===== config.mk =====
export PLATFORM = sky130hd
export DESIGN_NAME = windowed_level_tracker_top
export DESIGN_NICKNAME = d
export VERILOG_FILES = /design/src/rtl/core/wlt_pkg.sv /design/src/rtl/core/wlt_front.sv /design/src/rtl/core/wlt_queue.sv /design/src/rtl/core/wlt_back.sv /design/src/rtl/core/windowed_level_tracker_top.sv
export SDC_FILE = /design/constraint.sdc
export NUM_CORES = 1
export LEC_CHECK = 0
export BUFFER_PORTS_ARGS = -buffer_cell sky130_fd_sc_hd__buf_2
export CAP_MARGIN = 20
export CORE_UTILIZATION = 35
export CTS_BUF_LIST = sky130_fd_sc_hd__clkbuf_8
export DETAILED_ROUTE_END_ITERATION = 8
export SLEW_MARGIN = 20
export SYNTH_ARGS = -nofsm -noshare
export SYNTH_HDL_FRONTEND = slang
export SYNTH_SLANG_ARGS = --single-unit

===== constraint.sdc =====
create_clock -name clk_i -period 9.89 [get_ports clk_i]
set_input_delay 0.4945 -clock clk_i [delete_from_list [all_inputs] [get_ports clk_i]]
set_output_delay 0.4945 -clock clk_i [all_outputs]
set_load 0.01 [all_outputs]

===== src/rtl/core/wlt_pkg.sv =====
// ----------------------------------------------------------------------------
// Windowed level tracker package
// Shared widths, register indexes and the window record type.
// ----------------------------------------------------------------------------
package wlt_pkg;

  localparam int unsigned SAMPLE_BITS   = 12;
  localparam int unsigned COUNT_BITS    = 20;
  localparam int unsigned SUM_BITS      = SAMPLE_BITS + COUNT_BITS;
  localparam int unsigned TIME_BITS     = 32;
  localparam int unsigned WINDOW_BITS   = 16;
  localparam int unsigned CFG_IDX_BITS  = 2;
  localparam int unsigned CFG_DATA_BITS = 16;
  localparam int unsigned STEP_BITS     = $clog2(SUM_BITS);

  localparam int unsigned QUEUE_DEPTH   = 2;
  localparam int unsigned QPTR_BITS     = $clog2(QUEUE_DEPTH);
  localparam int unsigned QCNT_BITS     = $clog2(QUEUE_DEPTH + 1);

  localparam logic [COUNT_BITS-1:0]  COUNT_LIMIT    = {COUNT_BITS{1'b1}};
  localparam logic [WINDOW_BITS-1:0] WINDOW_MS_RST  = WINDOW_BITS'(100);
  localparam logic [SAMPLE_BITS-1:0] LOUD_THR_RST   = '0;

  localparam logic [CFG_IDX_BITS-1:0] CFG_WINDOW_MS = CFG_IDX_BITS'(0);
  localparam logic [CFG_IDX_BITS-1:0] CFG_LOUD_THR  = CFG_IDX_BITS'(1);

  // closed window as handed from the front to the back
  typedef struct packed {
    logic [SAMPLE_BITS-1:0] last_sample;
    logic [SAMPLE_BITS-1:0] win_min;
    logic [SAMPLE_BITS-1:0] win_max;
    logic [SUM_BITS-1:0]    sum;
    logic [COUNT_BITS-1:0]  count;
    logic [TIME_BITS-1:0]   closed_at;
  } rec_t;

  // queue handshake towards one side
  typedef struct packed {
    logic push;
    logic pop;
  } qreq_t;

  typedef struct packed {
    logic full;
    logic empty;
  } qstat_t;

endpackage


===== src/rtl/core/wlt_front.sv =====
// ----------------------------------------------------------------------------
// Windowed level tracker front
// Holds the configuration and the open window, folds each sample into it and
// hands closed windows to the record queue.
// ----------------------------------------------------------------------------
module wlt_front (
  input  logic                               clk_i,
  input  logic                               rst_ni,
  input  logic                               cfg_we_i,
  input  logic [wlt_pkg::CFG_IDX_BITS-1:0]   cfg_idx_i,
  input  logic [wlt_pkg::CFG_DATA_BITS-1:0]  cfg_data_i,
  input  logic                               accept_i,
  input  logic [wlt_pkg::SAMPLE_BITS-1:0]    sample_i,
  input  logic [wlt_pkg::TIME_BITS-1:0]      now_ms_i,
  output logic                               enq_o,
  output wlt_pkg::rec_t                      rec_o,
  output logic [wlt_pkg::SAMPLE_BITS-1:0]    loud_thr_o
);

  logic [wlt_pkg::WINDOW_BITS-1:0] win_ms_q, win_ms_d;
  logic [wlt_pkg::SAMPLE_BITS-1:0] thr_q, thr_d;
  logic                            known_q, known_d;
  logic [wlt_pkg::TIME_BITS-1:0]   start_q, start_d;
  logic [wlt_pkg::SUM_BITS-1:0]    sum_q, sum_d;
  logic [wlt_pkg::COUNT_BITS-1:0]  cnt_q, cnt_d;
  logic [wlt_pkg::SAMPLE_BITS-1:0] min_q, min_d;
  logic [wlt_pkg::SAMPLE_BITS-1:0] max_q, max_d;

  logic [wlt_pkg::TIME_BITS-1:0]   start;
  logic [wlt_pkg::TIME_BITS-1:0]   elapsed;
  logic [wlt_pkg::SAMPLE_BITS-1:0] min_n, max_n;
  logic [wlt_pkg::SUM_BITS-1:0]    sum_n;
  logic [wlt_pkg::COUNT_BITS-1:0]  cnt_n;
  logic                            first, close;
  logic                            cfg_hit;

  always_comb begin
    start   = known_q ? start_q : now_ms_i;
    first   = (cnt_q == '0);
    min_n   = (first || (sample_i < min_q)) ? sample_i : min_q;
    max_n   = (first || (sample_i > max_q)) ? sample_i : max_q;
    sum_n   = sum_q + wlt_pkg::SUM_BITS'(sample_i);
    cnt_n   = cnt_q + 1'b1;
    elapsed = now_ms_i - start;
    close   = (win_ms_q == '0) ||
              (elapsed >= wlt_pkg::TIME_BITS'(win_ms_q)) ||
              (cnt_n == wlt_pkg::COUNT_LIMIT);
  end

  assign enq_o = accept_i & close;

  always_comb begin
    rec_o.last_sample = sample_i;
    rec_o.win_min     = min_n;
    rec_o.win_max     = max_n;
    rec_o.sum         = sum_n;
    rec_o.count       = cnt_n;
    rec_o.closed_at   = now_ms_i;
  end

  assign loud_thr_o = thr_q;

  always_comb begin
    win_ms_d = win_ms_q;
    thr_d    = thr_q;
    known_d  = known_q;
    start_d  = start_q;
    sum_d    = sum_q;
    cnt_d    = cnt_q;
    min_d    = min_q;
    max_d    = max_q;
    cfg_hit  = 1'b0;

    if (cfg_we_i) begin
      unique case (cfg_idx_i)
        wlt_pkg::CFG_WINDOW_MS: begin
          win_ms_d = cfg_data_i[wlt_pkg::WINDOW_BITS-1:0];
          cfg_hit  = 1'b1;
        end
        wlt_pkg::CFG_LOUD_THR: begin
          thr_d   = cfg_data_i[wlt_pkg::SAMPLE_BITS-1:0];
          cfg_hit = 1'b1;
        end
        default: cfg_hit = 1'b0;
      endcase
    end

    if (cfg_hit) begin
      // drop the open window; next sample restarts timing
      known_d = 1'b0;
      start_d = '0;
      sum_d   = '0;
      cnt_d   = '0;
    end else if (accept_i) begin
      known_d = 1'b1;
      if (close) begin
        start_d = now_ms_i;
        sum_d   = '0;
        cnt_d   = '0;
      end else begin
        start_d = start;
        sum_d   = sum_n;
        cnt_d   = cnt_n;
        min_d   = min_n;
        max_d   = max_n;
      end
    end
  end

  always_ff @(posedge clk_i or negedge rst_ni) begin
    if (!rst_ni) begin
      win_ms_q <= wlt_pkg::WINDOW_MS_RST;
      thr_q    <= wlt_pkg::LOUD_THR_RST;
      known_q  <= 1'b0;
      start_q  <= '0;
      sum_q    <= '0;
      cnt_q    <= '0;
    end else begin
      win_ms_q <= win_ms_d;
      thr_q    <= thr_d;
      known_q  <= known_d;
      start_q  <= start_d;
      sum_q    <= sum_d;
      cnt_q    <= cnt_d;
    end
  end

  always_ff @(posedge clk_i) begin
    min_q <= min_d;
    max_q <= max_d;
  end

endmodule


===== src/rtl/core/wlt_queue.sv =====
// ----------------------------------------------------------------------------
// Windowed level tracker record queue
// Short register queue of closed windows between front and back.
// ----------------------------------------------------------------------------
module wlt_queue (
  input  logic           clk_i,
  input  logic           rst_ni,
  input  wlt_pkg::qreq_t req_i,
  input  wlt_pkg::rec_t  rec_i,
  output wlt_pkg::qstat_t stat_o,
  output wlt_pkg::rec_t  rec_o
);

  wlt_pkg::rec_t                  mem_q [wlt_pkg::QUEUE_DEPTH];
  logic [wlt_pkg::QPTR_BITS-1:0]  wr_q, wr_d;
  logic [wlt_pkg::QPTR_BITS-1:0]  rd_q, rd_d;
  logic [wlt_pkg::QCNT_BITS-1:0]  cnt_q, cnt_d;
  logic                           do_push, do_pop;

  assign stat_o.full  = (cnt_q == wlt_pkg::QCNT_BITS'(wlt_pkg::QUEUE_DEPTH));
  assign stat_o.empty = (cnt_q == '0);
  assign rec_o        = mem_q[rd_q];

  assign do_push = req_i.push & ~stat_o.full;
  assign do_pop  = req_i.pop & ~stat_o.empty;

  always_comb begin
    wr_d  = wr_q;
    rd_d  = rd_q;
    cnt_d = cnt_q;
    if (do_push) begin
      wr_d = (wr_q == wlt_pkg::QPTR_BITS'(wlt_pkg::QUEUE_DEPTH - 1)) ? '0 : wr_q + 1'b1;
    end
    if (do_pop) begin
      rd_d = (rd_q == wlt_pkg::QPTR_BITS'(wlt_pkg::QUEUE_DEPTH - 1)) ? '0 : rd_q + 1'b1;
    end
    if (do_push && !do_pop) begin
      cnt_d = cnt_q + 1'b1;
    end else if (do_pop && !do_push) begin
      cnt_d = cnt_q - 1'b1;
    end
  end

  always_ff @(posedge clk_i or negedge rst_ni) begin
    if (!rst_ni) begin
      wr_q  <= '0;
      rd_q  <= '0;
      cnt_q <= '0;
    end else begin
      wr_q  <= wr_d;
      rd_q  <= rd_d;
      cnt_q <= cnt_d;
    end
  end

  always_ff @(posedge clk_i) begin
    if (do_push) begin
      mem_q[wr_q] <= rec_i;
    end
  end

endmodule


===== src/rtl/core/wlt_back.sv =====
// ----------------------------------------------------------------------------
// Windowed level tracker back
// Takes closed windows from the queue, divides sum by count one bit per
// cycle and loads the finished word into the output register.
// ----------------------------------------------------------------------------
module wlt_back (
  input  logic                              clk_i,
  input  logic                              rst_ni,
  input  wlt_pkg::qstat_t                   qstat_i,
  input  wlt_pkg::rec_t                     rec_i,
  input  logic [wlt_pkg::SAMPLE_BITS-1:0]   loud_thr_i,
  output logic                              qpop_o,
  input  logic                              pop_i,
  output logic                              empty_o,
  output logic [wlt_pkg::SAMPLE_BITS-1:0]   last_sample_o,
  output logic [wlt_pkg::SAMPLE_BITS-1:0]   window_min_o,
  output logic [wlt_pkg::SAMPLE_BITS-1:0]   window_max_o,
  output logic [wlt_pkg::SAMPLE_BITS-1:0]   mean_level_o,
  output logic [wlt_pkg::SAMPLE_BITS-1:0]   peak_to_peak_o,
  output logic [wlt_pkg::COUNT_BITS-1:0]    samples_in_window_o,
  output logic [wlt_pkg::TIME_BITS-1:0]     closed_at_ms_o,
  output logic                              loud_o
);

  typedef enum logic [2:0] {
    BK_IDLE = 3'b001,
    BK_DIV  = 3'b010,
    BK_DONE = 3'b100
  } bk_state_e;

  bk_state_e state_q, state_d;

  wlt_pkg::rec_t                   work_q;
  logic [wlt_pkg::SAMPLE_BITS-1:0] p2p_q;
  logic                            loud_q;
  logic [wlt_pkg::SUM_BITS-1:0]    dvd_q, dvd_d;
  logic [wlt_pkg::COUNT_BITS-1:0]  rem_q, rem_d;
  logic [wlt_pkg::SAMPLE_BITS-1:0] quo_q, quo_d;
  logic [wlt_pkg::STEP_BITS-1:0]   step_q, step_d;

  logic                            out_vld_q, out_vld_d;
  logic                            take, load, out_pop;
  logic [wlt_pkg::COUNT_BITS:0]    rem_sh;
  logic                            fits;
  logic [wlt_pkg::SAMPLE_BITS-1:0] p2p_n;

  assign empty_o = ~out_vld_q;
  assign out_pop = pop_i & out_vld_q;
  assign take    = (state_q == BK_IDLE) & ~qstat_i.empty;
  assign load    = (state_q == BK_DONE) & (~out_vld_q | out_pop);
  assign qpop_o  = take;
  assign p2p_n   = rec_i.win_max - rec_i.win_min;

  // restoring divide step: shift in the next dividend bit, subtract if it fits
  always_comb begin
    rem_sh = {rem_q, dvd_q[wlt_pkg::SUM_BITS-1]};
    fits   = (rem_sh >= {1'b0, work_q.count});
  end

  always_comb begin
    state_d   = state_q;
    dvd_d     = dvd_q;
    rem_d     = rem_q;
    quo_d     = quo_q;
    step_d    = step_q;
    out_vld_d = out_vld_q;

    if (out_pop) begin
      out_vld_d = 1'b0;
    end

    unique case (state_q)
      BK_IDLE: begin
        if (take) begin
          dvd_d   = rec_i.sum;
          rem_d   = '0;
          quo_d   = '0;
          step_d  = '0;
          state_d = BK_DIV;
        end
      end
      BK_DIV: begin
        dvd_d  = {dvd_q[wlt_pkg::SUM_BITS-2:0], 1'b0};
        rem_d  = fits ? wlt_pkg::COUNT_BITS'(rem_sh - {1'b0, work_q.count})
                      : rem_sh[wlt_pkg::COUNT_BITS-1:0];
        quo_d  = {quo_q[wlt_pkg::SAMPLE_BITS-2:0], fits};
        step_d = step_q + 1'b1;
        if (step_q == wlt_pkg::STEP_BITS'(wlt_pkg::SUM_BITS - 1)) begin
          state_d = BK_DONE;
        end
      end
      BK_DONE: begin
        if (load) begin
          out_vld_d = 1'b1;
          state_d   = BK_IDLE;
        end
      end
      default: state_d = BK_IDLE;
    endcase
  end

  always_ff @(posedge clk_i or negedge rst_ni) begin
    if (!rst_ni) begin
      state_q   <= BK_IDLE;
      step_q    <= '0;
      out_vld_q <= 1'b0;
    end else begin
      state_q   <= state_d;
      step_q    <= step_d;
      out_vld_q <= out_vld_d;
    end
  end

  always_ff @(posedge clk_i) begin
    dvd_q <= dvd_d;
    rem_q <= rem_d;
    quo_q <= quo_d;
    if (take) begin
      work_q <= rec_i;
      p2p_q  <= p2p_n;
      loud_q <= (p2p_n >= loud_thr_i);
    end
    if (load) begin
      last_sample_o       <= work_q.last_sample;
      window_min_o        <= work_q.win_min;
      window_max_o        <= work_q.win_max;
      mean_level_o        <= quo_q;
      peak_to_peak_o      <= p2p_q;
      samples_in_window_o <= work_q.count;
      closed_at_ms_o      <= work_q.closed_at;
      loud_o              <= loud_q;
    end
  end

endmodule


===== src/rtl/core/windowed_level_tracker_top.sv =====
// ----------------------------------------------------------------------------
// Windowed level tracker
// Tracks min, max, mean and peak-to-peak of ADC samples over time windows.
// ----------------------------------------------------------------------------
// Input side: drive sample_i and now_ms_i with push; the word is taken on a
// clock edge with push high and full low. Each sample is folded into the
// open window in the cycle it is taken; a sample that closes the window
// drops a record into a two-deep queue, and full rises only while that
// queue is full.
// Result side: while empty is low the oldest closed window sits on the
// result ports; pop on such an edge takes it. A record is picked up from
// the queue, runs through the bit-serial sum/count divider and is then
// loaded into the output register; the next record is picked up only once
// that load is done. A stalled receiver holds the output register; the
// divider and the queue keep working behind it until the queue fills and
// full rises.
// Configuration: cfg_we_i with cfg_idx_i 0 (window_ms) or 1 (loud
// threshold); write only while idle. A write to either register drops the open window.
// Reset: window_ms is 100, threshold 0, queue and output empty; the first
// sample after reset or a write starts the window clock.
// ----------------------------------------------------------------------------
module windowed_level_tracker_top (
  input  logic                               clk_i,
  input  logic                               rst_ni,
  input  logic                               cfg_we_i,
  input  logic [wlt_pkg::CFG_IDX_BITS-1:0]   cfg_idx_i,
  input  logic [wlt_pkg::CFG_DATA_BITS-1:0]  cfg_data_i,
  input  logic                               push,
  output logic                               full,
  input  logic [wlt_pkg::SAMPLE_BITS-1:0]    sample_i,
  input  logic [wlt_pkg::TIME_BITS-1:0]      now_ms_i,
  input  logic                               pop,
  output logic                               empty,
  output logic [wlt_pkg::SAMPLE_BITS-1:0]    last_sample_o,
  output logic [wlt_pkg::SAMPLE_BITS-1:0]    window_min_o,
  output logic [wlt_pkg::SAMPLE_BITS-1:0]    window_max_o,
  output logic [wlt_pkg::SAMPLE_BITS-1:0]    mean_level_o,
  output logic [wlt_pkg::SAMPLE_BITS-1:0]    peak_to_peak_o,
  output logic [wlt_pkg::COUNT_BITS-1:0]     samples_in_window_o,
  output logic [wlt_pkg::TIME_BITS-1:0]      closed_at_ms_o,
  output logic                               loud_o
);

  wlt_pkg::qreq_t                  qreq;
  wlt_pkg::qstat_t                 qstat;
  wlt_pkg::rec_t                   rec_in, rec_out;
  logic                            accept;
  logic                            enq, deq;
  logic [wlt_pkg::SAMPLE_BITS-1:0] loud_thr;

  assign full   = qstat.full;
  assign accept = push & ~qstat.full;

  assign qreq.push = enq;
  assign qreq.pop  = deq;

  wlt_front u_front (
    .clk_i      (clk_i),
    .rst_ni     (rst_ni),
    .cfg_we_i   (cfg_we_i),
    .cfg_idx_i  (cfg_idx_i),
    .cfg_data_i (cfg_data_i),
    .accept_i   (accept),
    .sample_i   (sample_i),
    .now_ms_i   (now_ms_i),
    .enq_o      (enq),
    .rec_o      (rec_in),
    .loud_thr_o (loud_thr)
  );

  wlt_queue u_queue (
    .clk_i  (clk_i),
    .rst_ni (rst_ni),
    .req_i  (qreq),
    .rec_i  (rec_in),
    .stat_o (qstat),
    .rec_o  (rec_out)
  );

  wlt_back u_back (
    .clk_i               (clk_i),
    .rst_ni              (rst_ni),
    .qstat_i             (qstat),
    .rec_i               (rec_out),
    .loud_thr_i          (loud_thr),
    .qpop_o              (deq),
    .pop_i               (pop),
    .empty_o             (empty),
    .last_sample_o       (last_sample_o),
    .window_min_o        (window_min_o),
    .window_max_o        (window_max_o),
    .mean_level_o        (mean_level_o),
    .peak_to_peak_o      (peak_to_peak_o),
    .samples_in_window_o (samples_in_window_o),
    .closed_at_ms_o      (closed_at_ms_o),
    .loud_o              (loud_o)
  );

endmodule


Word level (Yosys, flattened, before mapping)
Memories as Yosys holds them, arrays and structs flattened.
Index checks and enable logic that the tools add are counted.
W data, S select, Z words.
{"block": "word_totals", "inputBits": 67, "word_cells": 130, "mem_count": 1, "ram_bits": 240, "ff_bits": 428}
{"name": "u_queue.mem_q", "words": 2, "width": 120, "rd": 1, "rd_ports_with_merged_regs": 0, "wr": 1, "line": "wlt_queue.sv:14", "rtl": "wlt_pkg::rec_t mem_q [wlt_pkg::QUEUE_DEPTH];"}
{"block": "classes", "reduce_logical": 21, "bitwise_logic": 13, "eq_ne": 10, "mux": 38, "n_lt_le_gt_ge": 5, "addsub": 10}
{"operator": "$mux W32", "count": 8}
{"operator": "$mux W20", "count": 5}
{"operator": "$pmux W32 S2", "count": 1}
{"operator": "$pmux W20 S2", "count": 1}
{"operator": "$mux W12", "count": 3}
{"operator": "$add A32 B12 Y32", "count": 1}
{"operator": "$ge A32 B16 Y1", "count": 1}
{"operator": "$sub A32 B32 Y32", "count": 1}
{"operator": "$pmux W12 S2", "count": 1}
{"operator": "$ge A21 B20 Y1", "count": 1}
{"operator": "$add A20 B1 Y20 const B", "count": 1}
{"operator": "$eq A20 B20 Y1 const B", "count": 1}
{"operator": "$logic_not A20 Y1", "count": 1}
{"operator": "$sub A20 B20 Y20", "count": 1}
{"operator": "$logic_not A16 Y1", "count": 1}
{"operator": "$ge A12 B12 Y1", "count": 1}
{"operator": "$gt A12 B12 Y1", "count": 1}
{"operator": "$lt A12 B12 Y1", "count": 1}
{"operator": "$sub A12 B12 Y12", "count": 1}
{"operator": "$mux W1", "count": 11}
{"operator": "$pmux W5 S2", "count": 1}
{"operator": "$mux W3", "count": 3}
{"operator": "$pmux W3 S3", "count": 1}
{"operator": "$and A1 B1 Y1", "count": 7}
{"operator": "24 further kinds", "count": 42}

Depth between registers and ports, before layout
{"block": "logic_depth", "depth_word": 11, "mapped_depth": 33}

Modules after synthesis
Synthesis repeated with hierarchy kept, for this count alone.
{"block": "hier_totals", "hier_cells": 2427, "hier_area_um2": 31621.6}
{"module": "wlt_back", "cells_each": 764, "seq_area_each_um2": 8574.5, "area_per_inst_um2": 11532.3, "instances": 1}
{"module": "wlt_front", "cells_each": 1270, "seq_area_each_um2": 3552.2, "area_per_inst_um2": 11197.0, "instances": 1}
{"module": "wlt_queue", "cells_each": 392, "seq_area_each_um2": 7307.0, "area_per_inst_um2": 8878.5, "instances": 1}
{"module": "windowed_level_tracker_top", "cells_each": 1, "seq_area_each_um2": 0.0, "area_per_inst_um2": 13.8, "instances": 1}

Worst setup path before layout
Ideal clock, no wire load.
{"block": "synth_timing", "path_type": "reg2reg", "from": "register u_front.known_q", "to": "memory u_queue.mem_q[0][0] (netlist name) (enable)", "path_stages_with_launch": 28, "arrival_time_ns": 9.757, "slack_ns": -0.468, "setup_ns": 0.601, "synth_period_minus_slack_ns": 10.358, "cell_sequence": "dfrtp_1 clkbuf_1 buf_1 mux2i_1 ha_1 o211ai_2 a21oi_2 o41a_4 and2_1 o21ai_0 nand2b_1 a21o_1 a21o_1 a31oi_1 xnor2_1 ha_1 nand4_1 a211oi_1 a211oi_1 o2111ai_1 a41oi_1 nand4_1 nor4b_2 nand4b_1 or4_1 buf_2 nand2_1 nor2_1"}
{"block": "synth_between", "elab_chain_cells": 9}
{"element": "start: declaration", "line": "wlt_front.sv:22", "rtl": "logic known_q, known_d;"}
{"element": "start signal: assignment", "line": "wlt_front.sv:121", "rtl": "known_q <= known_d;"}
{"element": "$mux W32", "line": "wlt_front.sv:38", "rtl": "start = known_q ? start_q : now_ms_i;"}
{"element": "$sub A32 B32 Y32", "line": "wlt_front.sv:44", "rtl": "elapsed = now_ms_i - start;"}
{"element": "$ge A32 B16 Y1", "line": "wlt_front.sv:46", "rtl": "(elapsed >= wlt_pkg::TIME_BITS'(win_ms_q)) ||"}
{"element": "$logic_or A1 B1 Y1", "line": "wlt_front.sv:45", "rtl": "close = (win_ms_q == '0) ||"}
{"element": "$logic_or A1 B1 Y1", "line": "wlt_front.sv:46"}
{"element": "$and A1 B1 Y1", "line": "wlt_front.sv:50", "rtl": "assign enq_o = accept_i & close;"}
{"element": "$and A1 B1 Y1", "line": "wlt_queue.sv:24", "rtl": "assign do_push = req_i.push & ~stat_o.full;"}
{"element": "$mux W1", "line": "wlt_queue.sv:57", "rtl": "if (do_push) begin"}
{"element": "$mux W1 (implied by the code)", "line": "wlt_queue.sv:58", "rtl": "mem_q[wr_q] <= rec_i;"}
{"element": "end: declaration", "line": "wlt_queue.sv:14"}
No other way between the ends.

Worst setup path after layout
{"block": "layout_timing", "from": "register u_front.known_q", "to": "memory u_queue.mem_q[1][56] (netlist name) (enable)"}
Same word-level chain as after synthesis.

==> metrics.cfg <==
[clocking]
cts_buffers = 111
htreeDepth = 3
cts_tree = done
insertion_delay_ns = 0.74
cts_sinks = 668
clock_path_buffers = 3
clock-root-buffer = clkbuf_8
clk_pin_slew_ns = 0.06

[yosys]
ys_seq_area_share_pct = 63.7
synth_nets = 2453
ys_types = 86
synth-edff-count = 542
synthArstFlopShare_pct = 18.9
syn_avg_cell_area_um2 = 13.6
syn_inst = 2249
synth-seq-cells = 668
synth_area_um2 = 30500
yosysWarningCount = 0
synth-main-ff-cell = edfxtp_1

[sta]
tns_ns = 0
fin_crit_ns = 6.97
fin_ws_ns = 2.92
setup_viol = 0
finalCritPeriodShare_pct = 70.5
rsz0062_at_grt = no
max_freq_mhz = 143
clock_skew_ns = 0.0405
slew_headroom_pct = 28.5
slew_violations = 0
tightest_slew_ns = 1.07
hold_viol = 0

[critical_path]
crit_path_start_kind = flip-flop
r2r-end = u_queue.mem_q[1][56]$_DFFE_PP_
required_ns = 10.25
r2r_start = u_front.known_q$_DFFE_PN0P_
crit_fanout = 67
reg2reg_depth = 27
criticalPathCategory = reg2reg
cp-end-kind = flip-flop
regToRegSetupSlack_ns = 2.92
cp.arrival_ns = 7.33

[global_routing]
grt_max_degree = 80
grt.total_usage_pct = 15.7
grt_pass1_wl_um = 109000
grt_pass1_vias = 19319
grt.met1_usage_pct = 20.9
grt_antenna_before_repair = 3
grt_util_met3_pct = 2.77
gr-max-usage-layer = met2
grtUsageMet2_pct = 25.6
grt.overflow.total = 0

[placed_design]
placed_cells = 3509
place_congestion = 0.857
dpl.hpwl_um = 48100
port_buffers = 181
dpl_worst_slack_ns = 2.89

[floorplan]
die_w_um = 297
row_count = 107
fp.coreArea_um2 = 85800
ios = 182
dieArea_um2 = 88400
die_h_um = 297
initial_core_util_pct = 35.6

[pwr]
vdd.ir_drop.worst_mv = 0.153
power.density_nw_per_um2 = 281
leakage_uw = 0.0139

[cells_and_area]
finalNetCount = 2729
area_growth_pct = 16.5
register_area_um2 = 19400
n_fill_cell = 7851
drive_gt1_share_pct = 20.9
instances_no_fill = 3766
multi_input_area_um2 = 10300

[detailed_routing]
ant_nets = 0
totalWireLength_um = 69800
firstDrtPassIters = 5
viasPerCell = 5.01
drt_iter0_drc = 1079
drc = 0
num_vias = 18883
wire_per_inst_um = 18.5

[worst_hold_path]
hold_depth = 1
hold_path_end = u_queue.mem_q[0][1]$_DFFE_PP_
hp-start = now_ms_i[1]
hp-class = in2reg

[run_status]
status = finished clean

[flow_run]
maxCapViolCount = 0

sequential cells by signal, indices dropped and copies added, names as in the netlist, 16 cells and up:
signal                      cells
u_back.rem_q                   20
u_back.work_q                  88
u_queue.mem_q                 240
u_back.dvd_q                   32
u_back.closed_at_ms_o          32
u_back.samples_in_window_o     20
u_front.win_ms_q               16
u_front.sum_q                  32
u_front.cnt_q                  20
u_front.start_q                32
metal layers:
metal  part of all wire (%)  vias up  routed length [um]
met3                    4.7      110                3270
met1                     46     9340               32000
li1                       -     8991                   -
met2                     47      438               33000
met4                    2.2        4                1560
met5                  0.040        -                  28
worst max-delay path, stage by stage, from the launching register on:
cell and delay [ns]:
dfrtp_2 0.48, inv_1 0.07, buf_4 0.38, a21boi_0 0.22
inv_1 0.11, fa_1 0.20, nand2b_1 0.15, a21oi_2 0.08
o41a_4 0.48, and2_1 0.19, o21ai_0 0.15, nand2b_1 0.11
a21o_1 0.19, a21o_1 0.20, a31oi_1 0.20, xnor2_1 0.15
ha_1 0.26, nand4_1 0.08, a211oi_1 0.07, a211oi_1 0.24
o2111ai_1 0.18, a41oi_1 0.22, nand4_1 0.14, nor4b_2 0.33
nand4b_1 0.17, or4_1 0.45, and3_4 0.51, buf_4 0.49
synthesized netlist by cell type (8+ instances only):
cell        n  area share, %
dfrtp_1   122             10
or4_1       8           0.20
clkbuf_1   49           0.60
a211oi_1   11           0.27
o21ai_0   103            1.7
xor2_1     30           0.86
and4_1     14           0.40
inv_1     124            1.5
and2_1     22           0.45
edfxtp_1  542             53
a31oi_1    10           0.20
nor2b_1    17           0.35
o21ai_1    45           0.74
buf_1      12           0.15
mux2_2    113            4.2
a21oi_2    17           0.49
o21a_1     11           0.27
o211ai_1   37           0.91
buf_2      17           0.28
nor3_1     35           0.57
nand2b_1   18           0.37
mux2i_1    90            3.0
nand2_1   147            1.8
a21o_1     43            1.1
ha_1      133            5.5
nand4_1    21           0.43
nor2_1     86            1.1
xnor2_1    68            2.0
a22o_1     32           0.92
nor4_1     13           0.27
and3_1     20           0.41
nand3_1    41           0.67
a21oi_1    87            1.4
cell type report:
| type | count | share of cell area, % |
|---|---|---|
| tap | 1144 | 4.03 |
| clock inverter | 84 | 1.83 |
| clock buffer | 125 | 4.84 |
| multi-input combinational | 1369 | 28.9 |
| timing repair buffer | 251 | 4.41 |
| antenna | 1 | 0.00704 |
| inverter | 124 | 1.32 |
| sequential | 668 | 54.7 |
worst max-delay path by stage:
stage | from | to | slack [ns] | cells after the start
after floorplan | u_front.known_q$_DFFE_PN0P_ | u_queue.mem_q[0][0]$_DFFE_PP_ | 1.56 | 27
after global placement | u_front.known_q$_DFFE_PN0P_ | u_queue.mem_q[1][118]$_DFFE_PP_ | 3.02 | 27
after detailed placement | u_front.known_q$_DFFE_PN0P_ | u_queue.mem_q[1][115]$_DFFE_PP_ | 2.89 | 27
after CTS | u_front.known_q$_DFFE_PN0P_ | u_queue.mem_q[1][57]$_DFFE_PP_ | 2.80 | 27
after global routing | u_front.known_q$_DFFE_PN0P_ | u_queue.mem_q[1][56]$_DFFE_PP_ | 2.30 | 27
final | u_front.known_q$_DFFE_PN0P_ | u_queue.mem_q[1][56]$_DFFE_PP_ | 2.92 | 27
repair_timing:
item / in CTS / in global routing
hold endpoints to repair: 151 / 0
hold buffers: 47 / 0
buffers inserted: 0 / 0
gates resized for setup: 0 / 0
report_power, final:
part	total, uW	switching, uW	leakage, uW	internal (uW)
Combinational	3120	1910	0.00587	1210
Clock	2560	1130	0.00130	1430
Sequential	4310	275	0.00669	4030
cells by family (layout without fill, tap and decap cells):
| logic type | count (synthesis) | after routing | synth area share (%) |
|---|---|---|---|
| adder cells (fa/ha/maj) | 137 | 137 | 5.71 |
| other | 0 | 1 | 0 |
| multiplexers | 203 | 203 | 7.12 |
| XOR/XNOR | 99 | 99 | 2.89 |
| AO/OA/AOI/OAI | 451 | 451 | 9.72 |
| AND/OR/NAND/NOR | 479 | 479 | 8.06 |
| flip-flops | 668 | 668 | 63.7 |
| buffers and inverters | 212 | 584 | 2.84 |
layout by cell type, fill, tap and decap left out, types with 11 or more instances in the layout:
cell,Yosys,layout
xor2_1,30,30
and4_1,14,14
mux2i_1,90,90
clkinv_1,0,24
o21ai_1,45,45
nand4_1,21,21
nor2_1,86,81
buf_4,5,22
nor4_1,13,13
nand2b_1,18,18
o211ai_1,37,37
clkbuf_8,0,125
dfrtp_1,122,120
a22o_1,32,32
a21oi_1,87,87
a21oi_2,17,17
a21o_1,43,43
xnor2_1,68,68
mux2_2,113,113
clkinv_2,0,21
nor3_1,35,34
and2_1,22,22
ha_1,133,133
nor2b_1,17,16
dlygate4sd3_1,0,47
o21a_1,11,11
edfxtp_1,542,542
o21ai_0,103,103
nand3_1,41,41
and3_1,20,19
buf_2,17,180
a211oi_1,11,11
inv_1,124,143
nand2_1,147,147
per-stage QoR:
step                      utilization [%]  instance area [um^2]  power (uW)  hold slack (ns)
after floorplan                         -                 30500        6590            0.199
final                                41.4                 35600        9990           0.0674
after detailed placement             38.1                 32700        7500            0.405
after global routing                 41.4                 35600       10600           0.0362
after global placement               38.1                 32700        7400            0.403
after CTS                            41.4                 35500       10100          0.00432
Note: power is estimated with default switching activity, not from simulation.
